<file path="src/sv/vre_pkg.sv">
// ----------------------------------------------------------------------------
// vre_pkg
// Shared widths and the command/status bundles between controller and datapath.
// ----------------------------------------------------------------------------
package vre_pkg;

  localparam int unsigned VALUE_W = 32;
  localparam int unsigned RANK_W  = 6;

  typedef struct packed {
    logic load;     // store incoming value or flag overflow
    logic rd_key;   // read element i as the key
    logic clr;      // restart scan: j and rank to zero
    logic cap_key;  // capture key from read data
    logic scan;     // read element j, advance j
    logic emit;     // load output register
    logic next_i;   // advance to next element
    logic clr_set;  // set finished: clear count, overflow and i
  } vre_cmd_t;

  typedef struct packed {
    logic scan_last;  // element j being read is the final stored one
    logic res_last;   // element i is the final stored one
    logic out_free;   // output register can take a result
  } vre_sts_t;

endpackage

</file>
<file path="src/sv/vre_ctrl.sv">
// ----------------------------------------------------------------------------
// vre_ctrl
// Sequencer: load, then per element key read, compare scan and result issue.
// ----------------------------------------------------------------------------
module vre_ctrl (
  input  logic              clk_i,
  input  logic              rst_ni,
  input  logic              in_valid_i,
  input  logic              last_value_i,
  output logic              in_ready_o,
  input  vre_pkg::vre_sts_t sts_i,
  output vre_pkg::vre_cmd_t cmd_o
);
  import vre_pkg::*;

  localparam logic [2:0] S_IDLE  = 3'd0;
  localparam logic [2:0] S_KEY   = 3'd1;
  localparam logic [2:0] S_KEYW  = 3'd2;
  localparam logic [2:0] S_SCAN  = 3'd3;
  localparam logic [2:0] S_DRAIN = 3'd4;
  localparam logic [2:0] S_EMIT  = 3'd5;

  logic [2:0] state_q, state_d;
  vre_cmd_t   cmd;

  assign in_ready_o = (state_q == S_IDLE);
  assign cmd_o      = cmd;

  always_comb begin
    state_d = state_q;
    cmd     = '0;
    case (state_q)
      S_IDLE: begin
        if (in_valid_i) begin
          cmd.load = 1'b1;
          if (last_value_i) begin
            state_d = S_KEY;
          end
        end
      end
      S_KEY: begin
        cmd.rd_key = 1'b1;
        cmd.clr    = 1'b1;
        state_d    = S_KEYW;
      end
      S_KEYW: begin
        cmd.cap_key = 1'b1;
        cmd.scan    = 1'b1;
        state_d     = sts_i.scan_last ? S_DRAIN : S_SCAN;
      end
      S_SCAN: begin
        cmd.scan = 1'b1;
        if (sts_i.scan_last) begin
          state_d = S_DRAIN;
        end
      end
      S_DRAIN: begin
        state_d = S_EMIT;
      end
      S_EMIT: begin
        if (sts_i.out_free) begin
          cmd.emit = 1'b1;
          if (sts_i.res_last) begin
            cmd.clr_set = 1'b1;
            state_d     = S_IDLE;
          end else begin
            cmd.next_i = 1'b1;
            state_d    = S_KEY;
          end
        end
      end
      default: begin
        state_d = S_IDLE;
      end
    endcase
  end

  always_ff @(posedge clk_i or negedge rst_ni) begin
    if (!rst_ni) begin
      state_q <= S_IDLE;
    end else begin
      state_q <= state_d;
    end
  end

`ifndef NO_ASSERTIONS
  a_load_only_idle: assert property (@(posedge clk_i) disable iff (!rst_ni)
    cmd.load |-> in_ready_o)
    else $error("load outside idle");
  a_scan_follows_key: assert property (@(posedge clk_i) disable iff (!rst_ni)
    cmd.cap_key |-> $past(cmd.rd_key))
    else $error("key capture without key read");
  a_emit_then_key: assert property (@(posedge clk_i) disable iff (!rst_ni)
    cmd.next_i |=> cmd.rd_key)
    else $error("next element not started");
`endif

endmodule

</file>
<file path="src/sv/vre_datapath.sv">
// ----------------------------------------------------------------------------
// vre_datapath
// Value memory, fill count, key and scan pointers, rank counter, output register.
// ----------------------------------------------------------------------------
module vre_datapath #(
  parameter int unsigned MAX_ITEMS = 64
) (
  input  logic                                clk_i,
  input  logic                                rst_ni,
  input  vre_pkg::vre_cmd_t                   cmd_i,
  output vre_pkg::vre_sts_t                   sts_o,
  input  logic signed [vre_pkg::VALUE_W-1:0]  value_i,
  output logic                                out_valid_o,
  input  logic                                out_ready_i,
  output logic [vre_pkg::RANK_W-1:0]          rank_o,
  output logic                                last_rank_o,
  output logic                                overflowed_o
);
  import vre_pkg::*;

  localparam int unsigned AW = $clog2(MAX_ITEMS);
  localparam int unsigned CW = $clog2(MAX_ITEMS + 1);

  logic signed [VALUE_W-1:0] mem [MAX_ITEMS];
  logic signed [VALUE_W-1:0] rd_data_q;
  logic signed [VALUE_W-1:0] key_q;
  logic [AW-1:0]             rd_addr;
  logic [CW-1:0]             count_q;
  logic                      ovf_q;
  logic [AW-1:0]             i_q;
  logic [AW-1:0]             j_q;
  logic [AW-1:0]             rank_q;
  logic                      cmp_vld_q;
  logic [AW-1:0]             top_idx;
  logic                      full;

  logic                      out_vld_q;
  logic [RANK_W-1:0]         out_rank_q;
  logic                      out_last_q;
  logic                      out_ovf_q;

  assign full    = (count_q == CW'(MAX_ITEMS));
  assign top_idx = AW'(count_q - CW'(1));
  assign rd_addr = cmd_i.rd_key ? i_q : j_q;

  assign sts_o.scan_last = (j_q == top_idx);
  assign sts_o.res_last  = (i_q == top_idx);
  assign sts_o.out_free  = !out_vld_q || out_ready_i;

  always_ff @(posedge clk_i) begin
    if (cmd_i.load && !full) begin
      mem[count_q[AW-1:0]] <= value_i;
    end
    rd_data_q <= mem[rd_addr];
    if (cmd_i.cap_key) begin
      key_q <= rd_data_q;
    end
  end

  always_ff @(posedge clk_i or negedge rst_ni) begin
    if (!rst_ni) begin
      count_q   <= '0;
      ovf_q     <= 1'b0;
      i_q       <= '0;
      j_q       <= '0;
      rank_q    <= '0;
      cmp_vld_q <= 1'b0;
    end else begin
      if (cmd_i.clr_set) begin
        count_q <= '0;
        ovf_q   <= 1'b0;
        i_q     <= '0;
      end else begin
        if (cmd_i.load) begin
          if (full) begin
            ovf_q <= 1'b1;
          end else begin
            count_q <= count_q + CW'(1);
          end
        end
        if (cmd_i.next_i) begin
          i_q <= i_q + AW'(1);
        end
      end
      cmp_vld_q <= cmd_i.scan;
      if (cmd_i.clr) begin
        j_q    <= '0;
        rank_q <= '0;
      end else begin
        if (cmd_i.scan) begin
          j_q <= j_q + AW'(1);
        end
        if (cmp_vld_q && (rd_data_q < key_q)) begin
          rank_q <= rank_q + AW'(1);
        end
      end
    end
  end

  // output register
  always_ff @(posedge clk_i or negedge rst_ni) begin
    if (!rst_ni) begin
      out_vld_q <= 1'b0;
    end else if (cmd_i.emit) begin
      out_vld_q <= 1'b1;
    end else if (out_ready_i) begin
      out_vld_q <= 1'b0;
    end
  end

  always_ff @(posedge clk_i) begin
    if (cmd_i.emit) begin
      out_rank_q <= RANK_W'(rank_q);
      out_last_q <= sts_o.res_last;
      out_ovf_q  <= ovf_q;
    end
  end

  assign out_valid_o  = out_vld_q;
  assign rank_o       = out_rank_q;
  assign last_rank_o  = out_last_q;
  assign overflowed_o = out_ovf_q;

`ifndef NO_ASSERTIONS
  a_count_bound: assert property (@(posedge clk_i) disable iff (!rst_ni)
    count_q <= CW'(MAX_ITEMS))
    else $error("fill count beyond capacity");
  a_emit_free: assert property (@(posedge clk_i) disable iff (!rst_ni)
    cmd_i.emit |-> sts_o.out_free)
    else $error("result issued over a pending one");
  a_rank_bound: assert property (@(posedge clk_i) disable iff (!rst_ni)
    cmd_i.emit |-> (CW'(rank_q) < count_q))
    else $error("rank not below element count");
  a_set_cleared: assert property (@(posedge clk_i) disable iff (!rst_ni)
    cmd_i.clr_set |=> (count_q == '0) && !ovf_q)
    else $error("set not cleared after final result");
`endif

endmodule

</file>
<file path="src/sv/value_rank_engine_core.sv">
// ----------------------------------------------------------------------------
// value_rank_engine_core
// Ranks a set of signed values by counting smaller values, results in load order.
// ----------------------------------------------------------------------------
// Values load at one request per cycle while idle. On the request marked last,
// each stored element i in turn is read as the key and compared against all n
// stored elements through the single read port of the value memory; each result
// takes a key read, n scan reads, a drain and an issue step, and the whole set
// is ranked before the next set is accepted. Values beyond MAX_ITEMS are dropped
// and flagged on every result of that set.
module value_rank_engine_core #(
  parameter int unsigned MAX_ITEMS = 64
) (
  input  logic                                clk_i,
  input  logic                                rst_ni,
  input  logic                                in_valid_i,
  output logic                                in_ready_o,
  input  logic signed [vre_pkg::VALUE_W-1:0]  value_i,
  input  logic                                last_value_i,
  output logic                                out_valid_o,
  input  logic                                out_ready_i,
  output logic [vre_pkg::RANK_W-1:0]          rank_o,
  output logic                                last_rank_o,
  output logic                                overflowed_o
);
  import vre_pkg::*;

  vre_cmd_t cmd;
  vre_sts_t sts;

  vre_ctrl u_ctrl (
    .clk_i        (clk_i),
    .rst_ni       (rst_ni),
    .in_valid_i   (in_valid_i),
    .last_value_i (last_value_i),
    .in_ready_o   (in_ready_o),
    .sts_i        (sts),
    .cmd_o        (cmd)
  );

  vre_datapath #(
    .MAX_ITEMS (MAX_ITEMS)
  ) u_datapath (
    .clk_i        (clk_i),
    .rst_ni       (rst_ni),
    .cmd_i        (cmd),
    .sts_o        (sts),
    .value_i      (value_i),
    .out_valid_o  (out_valid_o),
    .out_ready_i  (out_ready_i),
    .rank_o       (rank_o),
    .last_rank_o  (last_rank_o),
    .overflowed_o (overflowed_o)
  );

endmodule

</file>
<file path="config.mk">
export PLATFORM = sky130hd
export DESIGN_NAME = value_rank_engine_core
export DESIGN_NICKNAME = d
export VERILOG_FILES = /design/src/sv/vre_pkg.sv /design/src/sv/vre_ctrl.sv /design/src/sv/vre_datapath.sv /design/src/sv/value_rank_engine_core.sv
export SDC_FILE = /design/constraint.sdc
export NUM_CORES = 2
export LEC_CHECK = 0
export BUFFER_PORTS_ARGS = -buffer_cell sky130_fd_sc_hd__buf_2
export CELL_PAD_IN_SITES_DETAIL_PLACEMENT = 0
export CELL_PAD_IN_SITES_GLOBAL_PLACEMENT = 1
export CORE_ASPECT_RATIO = 0.9
export CORE_UTILIZATION = 36
export CTS_BUF_LIST = sky130_fd_sc_hd__clkbuf_8
export CTS_CLUSTER_SIZE = 8
export DETAILED_ROUTE_END_ITERATION = 7
export PLACE_DENSITY = 0.67
export RECOVER_POWER = 100
export SYNTH_ARGS = -nofsm -noshare
export SYNTH_HDL_FRONTEND = slang
export SYNTH_SLANG_ARGS = --single-unit
export TNS_END_PERCENT = 30
</file>
<file path="constraint.sdc">
create_clock -name clk_i -period 4.4 [get_ports clk_i]
set_clock_uncertainty 0.05 [all_clocks]
set_input_delay 1.1 -clock clk_i [delete_from_list [all_inputs] [get_ports clk_i]]
set_output_delay 1.1 -clock clk_i [all_outputs]
set_load 0.02 [all_outputs]
</file>
==> metrics.yaml <==
antenna_found_initial: 16
drive_above_1_share_pct: 16.3
ys_types: 68
syn_area_mm2: 0.0842
die_w_um: 512
hp-class: "input pin to register"
cp.required_ps: 5270
area_growth_pct: 14.0
clk_latency_ps: 1100
root_buffer: "clkbuf_8"
crit_arrival_ps: 5250
grt_pass1_wl_mm: 385
relSlewSlack_pct: -107
syn_inst: 5200
setup_viol: 0
synth_flop_cell: "edfxtp_1"
max-clock-path-buffers: 4
synth_seq_area_share_pct: 76.2
endpoint_kind: "register"
synth-seq-cells: 2151
finalWorstPathRequiredPeriod_ps: 4390
fin_util_pct: 41.2
violations: "capacitance limit, slew limit"
startpoint: "u_ctrl.state_q[2]$_DFFE_PN0P_"
io-pin-count: 47
io_buffers: 46
wirelength_mm: 279
reg2reg_from: "u_ctrl.state_q[2]$_DFFE_PN0P_"
cts_tree: "done"
rows: 168
ys_warn_count: 0
clkSinkCount: 2151
rsz0062_at_grt: "no"
grt_max_degree: 78
hold_violations: 0
die_y_um: 461
synth_edf_count: 2088
clk_pin_slew_ps: 60
die-area_mm2: 0.236
drv_cap: 58
fin_crit_sh_pct: 99.7
tightest_slew_ps: 3110
first_iter_violations: 7367
avgSynthCellArea_um2: 16.2
syn-num-nets: 5274
first_pass_iters: 5
via_per_inst: 5.73
cts_buffers: 362
finalMaxSlewViolations: 2579
vias: 51100
status: "finished with violations"
nFillCells: 20800
async_reset_ff_share_pct: 1.44
ir_drop_v: 0.000465
tns_ps: 0
cts_setup_buffers: 0
htree_levels: 5
cts_hold_buf: 0
grtUsageTotal_pct: 23.3
p_leak_nw: 32.0
wl_per_cell_um: 31.3
startpoint_type: "register"
overflow: 0
p_per_area_mw_per_mm2: 598
core_mm2: 0.233
cts_resized: 0
ant_nets: 0
hp-start: "in_valid_i"
critical_path.max_fanout: 15
gp_congestion: 0.849
initial_core_util_pct: 36.2
grt_pass1_vias: 48000
layout.nets: 5682
place_hpwl_mm: 159
clock.fmax_mhz: 228
drc: 0
worst-setup-path-type: "register to register"
==> layout make-up <==
cell class | instances | area [um^2] | area share [%]
antenna | 9 | 22.5 | 0.0235
clock buffer | 384 | 5290 | 5.51
clock inverter | 221 | 948 | 0.989
inverter | 65 | 244 | 0.254
multi-input combinational | 2680 | 18700 | 19.5
sequential | 2151 | 64100 | 66.8
tap | 3060 | 3830 | 3.99
timing repair buffer | 348 | 2750 | 2.87
==> metrics by stage <==
step           hold WS, ps  std cells  instance area, um^2  power, W  setup slack, ps
5_1_grt                369       8912                95900    0.0596              139
4_1_cts               41.7       8909                96800    0.0575              572
6_report               380       8918                95900    0.0574             14.9
2_1_floorplan          359       5200                84200    0.0350              562
3_3_place_gp           371       8304                90600    0.0417              449
3_5_place_dp           384       8304                90600    0.0417              527
==> Yosys cell counts, types with 7 or more instances <==
cell	n	area, um^2
a2111oi_0	21	184
a211oi_1	48	360
a21oi_1	69	345
a221oi_1	24	210
a22o_1	17	149
a22oi_1	66	495
a311oi_1	26	228
a31oi_1	35	219
and2_1	10	62.6
and3_1	14	87.6
buf_1	42	158
buf_2	97	485
buf_4	28	210
buf_6	11	124
clkbuf_1	126	473
dfrtp_1	31	776
dfxtp_1	32	641
edfxtp_1	2088	62700
ha_1	37	463
inv_1	65	244
mux2i_1	187	1870
mux4_2	214	4820
nand2_1	980	3680
nand2b_1	13	81.3
nand3_1	496	2480
nand4_1	44	275
nor2_1	132	495
nor2b_1	7	43.8
nor3_1	18	90.1
nor4_1	10	62.6
o2111ai_1	46	403
o211ai_1	7	52.6
o21ai_0	25	125
o21ai_1	12	60.1
o22ai_1	9	56.3
or3_1	10	62.6
or4_1	17	128
xnor2_1	16	140
xor2_1	7	61.3
==> state kept, by name, indices dropped and copies added, names as in the netlist <==
register                 cells
u_datapath.mem            2048
u_datapath.key_q            32
u_datapath.rd_data_q        32
u_datapath.count_q           7
u_datapath.i_q               6
u_datapath.j_q               6
u_datapath.rank_o            6
u_datapath.rank_q            6
u_ctrl.state_q               3
u_datapath.cmp_vld_q         1
u_datapath.last_rank_o       1
u_datapath.out_valid_o       1
u_datapath.overflowed_o      1
u_datapath.ovf_q             1
==> final timing paths <==
| kind | to | slack, ps | cells after the start |
|---|---|---|---|
| min in group asynchronous | u_datapath.rank_q[4]$_DFFE_PN0P_ | 520 | 1 |
| worst max-delay path | u_datapath.rd_data_q[22]$_DFF_P_ | 10 | 10 |
| worst min-delay path | u_datapath.ovf_q$_DFFE_PN0P_ | 380 | 3 |
| worst min register to register | u_datapath.key_q[20]$_DFFE_PP_ | 390 | 0 |
| worst max register to register | u_datapath.rd_data_q[22]$_DFF_P_ | 10 | 10 |
| max in group asynchronous | u_ctrl.state_q[1]$_DFFE_PN0P_ | 2710 | 1 |
==> kinds of logic after synthesis <==
| group | count (synthesis) | synth area share [%] |
|---|---|---|
| compound gates | 436 | 3.78 |
| xor+xnor | 23 | 0.239 |
| fa+ha+maj | 37 | 0.550 |
| buf+inv | 369 | 2.01 |
| flops | 2151 | 76.2 |
| mux | 405 | 8.00 |
| simple gates | 1779 | 9.25 |
==> critical path, stage by stage (launching register included) <==
cell	delay (ps)
dfrtp_1	380
clkbuf_1	260
and4bb_1	640
a21oi_4	240
buf_4	300
nor2_4	660
clkbuf_1	580
nand3_1	340
nand3_1	210
a21oi_1	80
or4_1	520
==> cell usage in the layout, fill, tap and decap left out, types with 53 or more instances in the layout <==
master    netlist  routed
mux2i_1       187     186
a21oi_1        69      67
nand2_1       980     980
a22oi_1        66      66
buf_4          28     140
mux4_2        214     214
clkbuf_2        0      54
nand3_1       496     496
inv_1          65     213
clkinv_1        0      53
edfxtp_1     2088    2088
nor2_1        132      86
clkbuf_1      126      86
clkbuf_8        0     384
==> layer usage <==
| layer | up-vias | track usage [%] | share of wire [%] |
|---|---|---|---|
| met1 | 26600 | 33.5 | 42 |
| li1 | 21000 | - | - |
| met2 | 3080 | 34.2 | 44 |
| met3 | 479 | 5.89 | 11 |
| met4 | 4 | 8.30 | 3.4 |
| met5 | - | 0 | 0.0079 |
==> where the power goes <==
| part | internal (W) | switching [W] | leakage (nW) |
|---|---|---|---|
| Combinational | 0.00655 | 0.0114 | 8.87 |
| Sequential | 0.0230 | 0.000478 | 19.4 |
| Clock | 0.00812 | 0.00782 | 3.72 |
| Total | 0.0377 | 0.0197 | 32.0 |
No activity file was read; power rests on OpenSTA's default activity.
